File: config.mk
export PLATFORM = sky130hd
export DESIGN_NAME = lcd_mode_timing_controller_flat
export DESIGN_NICKNAME = d
export VERILOG_FILES = /design/src/design/lmt_pkg.sv /design/src/design/lmt_if.sv /design/src/design/lcd_mode_timing_controller.sv /design/src/flat_wrapper.sv
export SDC_FILE = /design/constraint.sdc
export NUM_CORES = 1
export LEC_CHECK = 0
export BUFFER_PORTS_ARGS = -buffer_cell sky130_fd_sc_hd__buf_2
export CORE_UTILIZATION = 40
export DETAILED_ROUTE_END_ITERATION = 10
export GPL_TIMING_DRIVEN = 0
export PLACE_DENSITY = 0.6
export SLEW_MARGIN = 10
export SYNTH_ARGS = -nofsm -noshare
export SYNTH_HDL_FRONTEND = slang
export SYNTH_SLANG_ARGS = --single-unit
File: constraint.sdc
create_clock -name clk -period 7.4 [get_ports clk]
set_clock_uncertainty 0.15 [all_clocks]
set_input_delay 0.37 -clock clk [delete_from_list [all_inputs] [get_ports clk]]
set_output_delay 0.37 -clock clk [all_outputs]
set_load 0.05 [all_outputs]
File: src/design/lmt_pkg.sv
package lmt_pkg;

	typedef enum logic [1:0] {
		MODE_HBLANK = 2'd0,
		MODE_VBLANK = 2'd1,
		MODE_OAM    = 2'd2,
		MODE_XFER   = 2'd3
	} mode_t;

	typedef enum logic [1:0] {
		REG_HBLANK_IRQ = 2'd0,
		REG_VBLANK_IRQ = 2'd1,
		REG_OAM_IRQ    = 2'd2,
		REG_COIN_IRQ   = 2'd3
	} reg_index_t;

	localparam int unsigned CountWidth = 17;
	localparam int unsigned DelayWidth = 6;

	localparam logic [CountWidth-1:0] COUNT_MAX    = 17'd131071;
	localparam logic [CountWidth-1:0] FRAME_CYCLES = 17'd70224;
	localparam logic [CountWidth-1:0] HBLANK_CYCLES = 17'd51;
	localparam logic [CountWidth-1:0] VBLANK_CYCLES = 17'd114;
	localparam logic [CountWidth-1:0] OAM_CYCLES   = 17'd20;
	localparam logic [CountWidth-1:0] XFER_CYCLES  = 17'd43;
	localparam logic [CountWidth-1:0] RENDER_AT_LINE0 = 17'd40;
	localparam logic [CountWidth-1:0] RENDER_AT_LINE  = 17'd12;
	localparam logic [DelayWidth-1:0] ON_DELAY     = 6'd61;

	localparam logic [7:0] FIRST_VBLANK_LINE = 8'd144;
	localparam logic [7:0] LAST_LINE         = 8'd153;

endpackage

File: src/design/lmt_if.sv
interface lmt_in_if;
	logic       valid;
	logic       ready;
	logic [7:0] elapsed_cycles;
	logic       lcd_on;
	logic [7:0] line_compare;

	modport source (output valid, output elapsed_cycles, output lcd_on, output line_compare,
		input ready);
	modport sink (input valid, input elapsed_cycles, input lcd_on, input line_compare,
		output ready);
endinterface

interface lmt_out_if;
	logic       valid;
	logic       ready;
	logic [7:0] line_number;
	logic [1:0] lcd_mode;
	logic       coincidence;
	logic       stat_request;
	logic       vblank_request;
	logic       frame_done;
	logic       render_request;
	logic       display_active;

	modport source (output valid, output line_number, output lcd_mode, output coincidence,
		output stat_request, output vblank_request, output frame_done,
		output render_request, output display_active, input ready);
	modport sink (input valid, input line_number, input lcd_mode, input coincidence,
		input stat_request, input vblank_request, input frame_done,
		input render_request, input display_active, output ready);
endinterface

File: src/design/lcd_mode_timing_controller.sv
// LCD mode and scanline timing controller. Each item carries the machine cycles elapsed
// since the previous item, the display enable bit and the line-compare value, and yields
// exactly one result with the line, mode, coincidence flag and interrupt, frame and render
// pulses. An item is held in an input register and its result is then written to the output
// register; a new item is taken every cycle unless a result waits in the output register
// unread, and the timing state advances by at most one mode change per item through a
// single saturating add and subtract on the 17-bit cycle counter.
module lcd_mode_timing_controller (
	input  logic            clk,
	input  logic            arst_n,
	lmt_in_if.sink          in,
	lmt_out_if.source       out,
	input  logic            cfg_we,
	input  logic [1:0]      cfg_index,
	input  logic            cfg_data
);

	logic hblank_irq_en_q, vblank_irq_en_q, oam_irq_en_q, coin_irq_en_q;

	logic       valid_s1;
	logic [7:0] elapsed_s1;
	logic       on_s1;
	logic [7:0] lyc_s1;

	logic                               run_q;
	logic [lmt_pkg::DelayWidth-1:0]     dly_q;
	logic [lmt_pkg::CountWidth-1:0]     cnt_q;
	lmt_pkg::mode_t                     mode_q;
	logic [7:0]                         line_q;
	logic                               rend_q;
	logic                               coin_q;

	logic                               n_run;
	logic [lmt_pkg::DelayWidth-1:0]     n_dly;
	logic [lmt_pkg::CountWidth-1:0]     n_cnt;
	lmt_pkg::mode_t                     n_mode;
	logic [7:0]                         n_line;
	logic                               n_rend;
	logic                               n_coin;
	logic                               n_stat, n_vbl, n_frame, n_render, do_cmp;
	logic [lmt_pkg::CountWidth:0]       sum;
	logic [7:0]                         line_inc;

	logic       out_valid_q;
	logic [7:0] line_out_q;
	logic [1:0] mode_out_q;
	logic       coin_out_q, stat_out_q, vbl_out_q, frame_out_q, render_out_q, active_out_q;

	logic advance;

	assign advance  = valid_s1 && (!out_valid_q || out.ready);
	assign in.ready = !valid_s1 || advance;

	always_ff @(posedge clk or negedge arst_n) begin
		if (!arst_n) begin
			hblank_irq_en_q <= 1'b0;
			vblank_irq_en_q <= 1'b0;
			oam_irq_en_q    <= 1'b0;
			coin_irq_en_q   <= 1'b0;
		end else if (cfg_we) begin
			case (lmt_pkg::reg_index_t'(cfg_index))
				lmt_pkg::REG_HBLANK_IRQ: hblank_irq_en_q <= cfg_data;
				lmt_pkg::REG_VBLANK_IRQ: vblank_irq_en_q <= cfg_data;
				lmt_pkg::REG_OAM_IRQ:    oam_irq_en_q    <= cfg_data;
				lmt_pkg::REG_COIN_IRQ:   coin_irq_en_q   <= cfg_data;
				default: ;
			endcase
		end
	end

	always_ff @(posedge clk or negedge arst_n) begin
		if (!arst_n) begin
			valid_s1 <= 1'b0;
		end else if (in.ready) begin
			valid_s1 <= in.valid;
		end
	end

	always_ff @(posedge clk) begin
		if (in.valid && in.ready) begin
			elapsed_s1 <= in.elapsed_cycles;
			on_s1      <= in.lcd_on;
			lyc_s1     <= in.line_compare;
		end
	end

	always_comb begin
		n_run    = run_q;
		n_dly    = dly_q;
		n_cnt    = cnt_q;
		n_mode   = mode_q;
		n_line   = line_q;
		n_rend   = rend_q;
		n_coin   = coin_q;
		n_stat   = 1'b0;
		n_vbl    = 1'b0;
		n_frame  = 1'b0;
		n_render = 1'b0;
		do_cmp   = 1'b0;

		if (on_s1) begin
			if (!run_q && dly_q == '0) begin
				n_dly = lmt_pkg::ON_DELAY;
			end
		end else if (run_q) begin
			n_run  = 1'b0;
			n_dly  = '0;
			n_cnt  = '0;
			n_mode = lmt_pkg::MODE_HBLANK;
			n_line = 8'd0;
			n_rend = 1'b0;
		end

		sum      = {1'b0, n_cnt} + {{(lmt_pkg::CountWidth - 7){1'b0}}, elapsed_s1};
		line_inc = n_line + 8'd1;

		if (n_run) begin
			n_cnt = sum[lmt_pkg::CountWidth] ? lmt_pkg::COUNT_MAX
				: sum[lmt_pkg::CountWidth-1:0];
			case (n_mode)
				lmt_pkg::MODE_HBLANK: begin
					if (n_cnt >= lmt_pkg::HBLANK_CYCLES) begin
						n_cnt  = n_cnt - lmt_pkg::HBLANK_CYCLES;
						n_line = line_inc;
						if (line_inc == lmt_pkg::FIRST_VBLANK_LINE) begin
							n_mode  = lmt_pkg::MODE_VBLANK;
							n_frame = 1'b1;
							n_vbl   = 1'b1;
							n_stat  = vblank_irq_en_q;
						end else begin
							n_mode = lmt_pkg::MODE_OAM;
							n_stat = oam_irq_en_q;
						end
					end
				end
				lmt_pkg::MODE_VBLANK: begin
					if (n_cnt >= lmt_pkg::VBLANK_CYCLES) begin
						n_cnt  = n_cnt - lmt_pkg::VBLANK_CYCLES;
						n_line = line_inc;
						if (line_inc > lmt_pkg::LAST_LINE) begin
							n_mode = lmt_pkg::MODE_OAM;
							n_line = 8'd0;
							n_stat = oam_irq_en_q;
						end
					end
				end
				lmt_pkg::MODE_OAM: begin
					if (n_cnt >= lmt_pkg::OAM_CYCLES) begin
						n_cnt  = n_cnt - lmt_pkg::OAM_CYCLES;
						n_mode = lmt_pkg::MODE_XFER;
						n_rend = 1'b0;
					end
				end
				default: begin
					if (!n_rend && n_cnt >= ((n_line != 8'd0) ? lmt_pkg::RENDER_AT_LINE
							: lmt_pkg::RENDER_AT_LINE0)) begin
						n_rend   = 1'b1;
						n_render = 1'b1;
					end
					if (n_cnt >= lmt_pkg::XFER_CYCLES) begin
						n_cnt  = n_cnt - lmt_pkg::XFER_CYCLES;
						n_mode = lmt_pkg::MODE_HBLANK;
						n_stat = hblank_irq_en_q;
					end
				end
			endcase
			do_cmp = 1'b1;
		end else if (n_dly != '0) begin
			if (elapsed_s1 >= {{(8 - lmt_pkg::DelayWidth){1'b0}}, n_dly}) begin
				n_cnt  = {{(lmt_pkg::CountWidth - 8){1'b0}},
					elapsed_s1 - {{(8 - lmt_pkg::DelayWidth){1'b0}}, n_dly}};
				n_run  = 1'b1;
				n_dly  = '0;
				n_line = 8'd0;
				n_mode = lmt_pkg::MODE_HBLANK;
				n_rend = 1'b0;
				do_cmp = 1'b1;
			end else begin
				n_dly = n_dly - elapsed_s1[lmt_pkg::DelayWidth-1:0];
			end
		end else begin
			n_cnt = sum[lmt_pkg::CountWidth] ? lmt_pkg::COUNT_MAX
				: sum[lmt_pkg::CountWidth-1:0];
			if (n_cnt >= lmt_pkg::FRAME_CYCLES) begin
				n_cnt   = n_cnt - lmt_pkg::FRAME_CYCLES;
				n_frame = 1'b1;
			end
		end

		if (do_cmp) begin
			n_coin = (n_line == lyc_s1);
			if (n_coin && coin_irq_en_q) begin
				n_stat = 1'b1;
			end
		end
	end

	always_ff @(posedge clk or negedge arst_n) begin
		if (!arst_n) begin
			run_q  <= 1'b1;
			dly_q  <= '0;
			cnt_q  <= '0;
			mode_q <= lmt_pkg::MODE_VBLANK;
			line_q <= lmt_pkg::FIRST_VBLANK_LINE;
			rend_q <= 1'b0;
			coin_q <= 1'b0;
		end else if (advance) begin
			run_q  <= n_run;
			dly_q  <= n_dly;
			cnt_q  <= n_cnt;
			mode_q <= n_mode;
			line_q <= n_line;
			rend_q <= n_rend;
			coin_q <= n_coin;
		end
	end

	always_ff @(posedge clk or negedge arst_n) begin
		if (!arst_n) begin
			out_valid_q <= 1'b0;
		end else if (advance) begin
			out_valid_q <= 1'b1;
		end else if (out.ready) begin
			out_valid_q <= 1'b0;
		end
	end

	always_ff @(posedge clk) begin
		if (advance) begin
			line_out_q   <= n_line;
			mode_out_q   <= 2'(n_mode);
			coin_out_q   <= n_coin;
			stat_out_q   <= n_stat;
			vbl_out_q    <= n_vbl;
			frame_out_q  <= n_frame;
			render_out_q <= n_render;
			active_out_q <= n_run;
		end
	end

	assign out.valid          = out_valid_q;
	assign out.line_number    = line_out_q;
	assign out.lcd_mode       = mode_out_q;
	assign out.coincidence    = coin_out_q;
	assign out.stat_request   = stat_out_q;
	assign out.vblank_request = vbl_out_q;
	assign out.frame_done     = frame_out_q;
	assign out.render_request = render_out_q;
	assign out.display_active = active_out_q;

	a_line_range: assert property (@(posedge clk) disable iff (!arst_n)
		out.valid |-> out.line_number <= lmt_pkg::LAST_LINE)
		else $error("line number out of range");

	a_off_parked: assert property (@(posedge clk) disable iff (!arst_n)
		(out.valid && !out.display_active) |->
			(out.line_number == 8'd0 && out.lcd_mode == 2'(lmt_pkg::MODE_HBLANK)))
		else $error("display off but not parked on line 0 in hblank");

	a_vblank_entry: assert property (@(posedge clk) disable iff (!arst_n)
		(out.valid && out.vblank_request) |->
			(out.frame_done && out.line_number == lmt_pkg::FIRST_VBLANK_LINE
			&& out.lcd_mode == 2'(lmt_pkg::MODE_VBLANK)))
		else $error("vblank request without entry to vertical blank");

	a_render_mode: assert property (@(posedge clk) disable iff (!arst_n)
		(out.valid && out.render_request) |->
			(out.lcd_mode == 2'(lmt_pkg::MODE_XFER)
			|| out.lcd_mode == 2'(lmt_pkg::MODE_HBLANK)))
		else $error("render pulse outside pixel transfer");

	a_stall_hold: assert property (@(posedge clk) disable iff (!arst_n)
		(valid_s1 && !advance) |=> (valid_s1 && $stable(elapsed_s1) && $stable(cnt_q)))
		else $error("stalled item or timing state changed");

endmodule

File: src/flat_wrapper.sv
// flat-port wrapper written by rule: the top's interface ports become plain ports
module lcd_mode_timing_controller_flat 
  (clk, arst_n, cfg_we, cfg_index, cfg_data, in_valid, in_elapsed_cycles, in_lcd_on, in_line_compare, in_ready, out_valid, out_line_number, out_lcd_mode, out_coincidence, out_stat_request, out_vblank_request, out_frame_done, out_render_request, out_display_active, out_ready);
  lmt_in_if in_i ();
  lmt_out_if out_i ();
  input  logic clk;
  input  logic arst_n;
  input  logic cfg_we;
  input  logic [1:0] cfg_index;
  input  logic cfg_data;
  input wire logic [$bits(in_i.valid)-1:0] in_valid;
  input wire logic [$bits(in_i.elapsed_cycles)-1:0] in_elapsed_cycles;
  input wire logic [$bits(in_i.lcd_on)-1:0] in_lcd_on;
  input wire logic [$bits(in_i.line_compare)-1:0] in_line_compare;
  output wire logic [$bits(in_i.ready)-1:0] in_ready;
  output wire logic [$bits(out_i.valid)-1:0] out_valid;
  output wire logic [$bits(out_i.line_number)-1:0] out_line_number;
  output wire logic [$bits(out_i.lcd_mode)-1:0] out_lcd_mode;
  output wire logic [$bits(out_i.coincidence)-1:0] out_coincidence;
  output wire logic [$bits(out_i.stat_request)-1:0] out_stat_request;
  output wire logic [$bits(out_i.vblank_request)-1:0] out_vblank_request;
  output wire logic [$bits(out_i.frame_done)-1:0] out_frame_done;
  output wire logic [$bits(out_i.render_request)-1:0] out_render_request;
  output wire logic [$bits(out_i.display_active)-1:0] out_display_active;
  input wire logic [$bits(out_i.ready)-1:0] out_ready;
  assign in_i.valid = in_valid;
  assign in_i.elapsed_cycles = in_elapsed_cycles;
  assign in_i.lcd_on = in_lcd_on;
  assign in_i.line_compare = in_line_compare;
  assign in_ready = in_i.ready;
  assign out_valid = out_i.valid;
  assign out_line_number = out_i.line_number;
  assign out_lcd_mode = out_i.lcd_mode;
  assign out_coincidence = out_i.coincidence;
  assign out_stat_request = out_i.stat_request;
  assign out_vblank_request = out_i.vblank_request;
  assign out_frame_done = out_i.frame_done;
  assign out_render_request = out_i.render_request;
  assign out_display_active = out_i.display_active;
  assign out_i.ready = out_ready;
  lcd_mode_timing_controller u_core (.clk(clk), .arst_n(arst_n), .in(in_i), .out(out_i), .cfg_we(cfg_we), .cfg_index(cfg_index), .cfg_data(cfg_data));
endmodule
==> metrics.txt <==
# TYPE chip_impl_metric gauge
chip_impl_metric{name="tightest_slew",unit="ps"} 1100
chip_impl_metric{name="syn_area_per_cell",unit="um2"} 8.10
chip_impl_metric{name="route.vias.total",unit=""} 8036
chip_impl_info{name="most_common_library_cell_in_the_layout_ignoring_fill_and_taps",value="nand2_1"} 1
chip_impl_metric{name="port-buffer-count",unit=""} 42
chip_impl_metric{name="globalRouteOverflowTotal",unit=""} 0
chip_impl_metric{name="largest_net_degree_at_the_start_of_global_routing",unit=""} 43
chip_impl_info{name="timing.critical_path.to_type",value="flop"} 1
chip_impl_metric{name="cell_variety_after_synth",unit=""} 103
chip_impl_metric{name="first_global_vias",unit=""} 7434
chip_impl_metric{name="synth.net_count",unit=""} 1023
chip_impl_info{name="cp_slowest_cell",value="edfxtp_1"} 1
chip_impl_metric{name="post_synth_inst_count",unit=""} 954
chip_impl_info{name="layout.cells.most_common_list",value="nand2_1 (125), nor2_1 (68), a21oi_1 (60)"} 1
chip_impl_metric{name="initialDrtViolationCount",unit=""} 771
chip_impl_metric{name="clkPwrFrac",unit="%"} 10.7
chip_impl_metric{name="htree_levels",unit=""} 3
chip_impl_metric{name="leakagePower",unit="nW"} 3.49
chip_impl_info{name="setup.worst_path.class",value="reg -> reg"} 1
chip_impl_metric{name="drc",unit=""} 0
chip_impl_metric{name="met1_layer_wirelength_in_the_final_routing",unit="um"} 13300
chip_impl_metric{name="wl_met3",unit="um"} 2480
chip_impl_metric{name="route.detailed.vias_per_inst",unit=""} 6.31
chip_impl_metric{name="seq_area_frac_synth",unit="%"} 26.5
chip_impl_metric{name="placementRows",unit=""} 50
chip_impl_metric{name="die-height",unit="um"} 141
chip_impl_metric{name="routed-wl-met2",unit="um"} 12400
chip_impl_metric{name="power.switching",unit="mW"} 2.58
chip_impl_metric{name="slew_viol_final",unit=""} 0
chip_impl_metric{name="pre_cts_ws",unit="ps"} -1120
chip_impl_metric{name="slew_headroom",unit="%"} 26.9
chip_impl_metric{name="place_inst",unit=""} 1256
chip_impl_metric{name="final_min_period_over_clock_period",unit="%"} 95.3
chip_impl_metric{name="post_layout_nonfiller_instances",unit=""} 1273
chip_impl_info{name="cpMostUsedCell",value="nand2_2"} 1
chip_impl_metric{name="cts_buffer_depth",unit=""} 2
chip_impl_metric{name="drive_gt1_share",unit="%"} 13.5
chip_impl_info{name="cts_tree",value="yes"} 1
chip_impl_metric{name="pwr_density_cell",unit="nW/um2"} 527
chip_impl_metric{name="share_seq_of_total_power",unit="%"} 12.8
chip_impl_metric{name="antenna_found_initial",unit=""} 0
chip_impl_metric{name="die-area",unit="um2"} 19900
chip_impl_metric{name="setup_viol_count_final",unit=""} 0
chip_impl_metric{name="die_w",unit="um"} 141
chip_impl_info{name="synth_ff_type",value="dfrtp_1"} 1
chip_impl_metric{name="drt-total-wl",unit="um"} 28800
chip_impl_metric{name="crit_fanout",unit=""} 19
chip_impl_metric{name="drtPass1Iterations",unit=""} 5
chip_impl_metric{name="slowest_delay",unit="ps"} 490
chip_impl_metric{name="timing.final.ws_setup",unit="ps"} 345
chip_impl_metric{name="io-pin-count",unit=""} 43
chip_impl_metric{name="ys_async_sr_fraction",unit="%"} 56.0
chip_impl_metric{name="timing.hold.ws",unit="ps"} 31.2
chip_impl_metric{name="antenna_cells",unit=""} 0
chip_impl_metric{name="clk_transition_reported_paths",unit="ps"} 70
chip_impl_info{name="setup.worst_path.start",value="u_core.on_s1"} 1
chip_impl_metric{name="clock_latency",unit="ps"} 370
chip_impl_metric{name="crit_arrival",unit="ps"} 7070
chip_impl_metric{name="synthToLayoutAreaGrowth",unit="%"} 11.7
chip_impl_metric{name="design.core.area",unit="um2"} 18800
chip_impl_metric{name="cap_violations",unit=""} 0
chip_impl_info{name="holdCritStartpoint",value="in_line_compare[0]"} 1
chip_impl_metric{name="avgRoutedWirePerCell",unit="um"} 22.6
chip_impl_info{name="rr_startpoint",value="u_core.on_s1"} 1
chip_impl_metric{name="switching_share",unit="%"} 56.8
chip_impl_metric{name="synth.ff_latch_count",unit=""} 75
chip_impl_metric{name="combinationalPowerShare",unit="%"} 76.4
chip_impl_metric{name="synth_enable_flop_cells",unit=""} 33
chip_impl_metric{name="num-nets-final",unit=""} 1077
chip_impl_metric{name="hold_buffers",unit=""} 0
chip_impl_metric{name="place.detailed.hpwl",unit="um"} 21800
chip_impl_metric{name="power_report.internal_total",unit="mW"} 1.96
chip_impl_info{name="route.top_layer_used",value="met4"} 1
chip_impl_metric{name="cp_data_required_time",unit="ps"} 7410
chip_impl_metric{name="finalHoldViolations",unit=""} 0
chip_impl_info{name="result_of_the_run",value="completed"} 1
chip_impl_metric{name="ys.warnings.count",unit=""} 0
chip_impl_metric{name="tritoncts.num_buffers",unit=""} 9
chip_impl_metric{name="max_freq",unit="MHz"} 142
chip_impl_metric{name="initial_core_util",unit="%"} 41.0
chip_impl_metric{name="cts_num_sinks",unit=""} 75
chip_impl_info{name="start_kind",value="flop"} 1
chip_impl_metric{name="grt_pass1_wl",unit="um"} 44300
chip_impl_metric{name="ant_nets",unit=""} 0
chip_impl_metric{name="layout_min_cycle_time",unit="ps"} 7050
chip_impl_metric{name="global_route.usage.total",unit="%"} 29.5
chip_impl_metric{name="netlist_area_before_placement",unit="um2"} 7730
chip_impl_metric{name="worst_ir_drop_on_vdd",unit="uV"} 193
chip_impl_info{name="clockRootBuffer",value="clkbuf_16"} 1
chip_impl_info{name="class_of_the_worst_hold_path",value="in -> reg"} 1
chip_impl_metric{name="routabilityCongestion",unit=""} 1.01
chip_impl_metric{name="nFillCells",unit=""} 1951
==> cell type report <==
cell class                 count  area [um2]  area share (%)
inverter                      38         143            1.65
tap                          260         325            3.77
sequential                    75        2050            23.7
buffer                        51         246            2.86
clock buffer                   9         225            2.61
clock inverter                 7        80.1           0.928
multi-input combinational    788        5330            61.8
timing repair buffer          45         233            2.70
==> critical path, delay by kind of cell (launching register included) <==
family	cells	cell delay, ps
DFF	1	490
AOI/OAI and AO/OA	10	3070
adders and majority gates	2	510
and+or+nand+nor	8	1420
buffers and inverters	6	1200
==> flip-flops by register name (all words and copies together) (netlist names), 2 cells and up <==
signal	count
u_core.line_q	8
u_core.out.line_number	8
u_core.mode_q	2
u_core.dly_q	6
u_core.lyc_s1	8
u_core.out.lcd_mode	2
u_core.elapsed_s1	8
u_core.cnt_q	17
==> Yosys cell counts (all sizes together) (15+ instances only) <==
| cell type | number | area, um2 |
|---|---|---|
| dfrtp | 38 | 951 |
| nor3 | 19 | 100 |
| and2 | 16 | 100 |
| edfxtp | 33 | 991 |
| o21ai | 60 | 304 |
| xor2 | 15 | 131 |
| a21o | 22 | 165 |
| xnor2 | 50 | 438 |
| a31oi | 15 | 106 |
| a21oi | 61 | 309 |
| nor2 | 72 | 283 |
| ha | 41 | 513 |
| buf | 17 | 110 |
| nand2 | 130 | 495 |
| inv | 36 | 135 |
| a211oi | 18 | 153 |
| clkbuf | 36 | 138 |
| nand3 | 32 | 165 |
==> repair_timing <==
item,CTS,global route
setup buffers,0,3
pin swaps,0,1
setup endpoints to repair,39,6
resized for setup,5,7
hold endpoints to repair,0,0
==> logic make-up (layout without fill, tap and decap cells) <==
group,Yosys count,in the layout,share of synthesized area (%)
simple gates,351,351,22.3
buf+inv,91,150,5.05
flops,75,75,26.5
compound gates,317,317,29.9
mux,11,11,1.55
fa+ha+maj,44,44,7.42
xor+xnor,65,65,7.37
==> layer usage <==
metal / up-vias / track usage [%]
li1: 3672 / -
met1: 3901 / 42.8
met2: 402 / 44.0
met3: 61 / 5.60
met4: 0 / 9.32
met5: - / 0
==> final timing paths <==
check	to	slack [ps]	cells after the start
max in group asynchronous	u_core.line_q[1]	6360	1
min in group asynchronous	u_core.cnt_q[8]	50	1
hold reg to reg	u_core.cnt_q[1]	340	2
setup / recovery	u_core.out.stat_request	350	26
setup reg to reg	u_core.out.stat_request	350	26
hold / removal	u_core.lyc_s1[0]	30	1
==> power groups by stage <==
| stage | logic, mW | clock network, mW | registers [mW] |
|---|---|---|---|
| 6_report | 3.47 | 0.488 | 0.584 |
| 5_1_grt | 3.73 | 0.505 | 0.592 |
| 4_1_cts | 3.33 | 0.493 | 0.583 |
| 3_5_place_dp | 3.30 | 0 | 0.591 |
| 3_3_place_gp | 3.31 | 0 | 0.590 |
| 2_1_floorplan | 2.39 | 0 | 0.616 |
==> through the flow <==
step / cell area [um2] / power (mW) / util [%] / TNS [ps]
2_1_floorplan: 7730 / 3.01 / - / 0
3_3_place_gp: 8260 / 3.90 / 43.9 / -13800
3_5_place_dp: 8260 / 3.89 / 43.9 / -13750
4_1_cts: 8580 / 4.41 / 45.6 / 0
5_1_grt: 8630 / 4.83 / 45.8 / -22.8
6_report: 8630 / 4.55 / 45.8 / 0
Power figures use the tool's default switching activity.
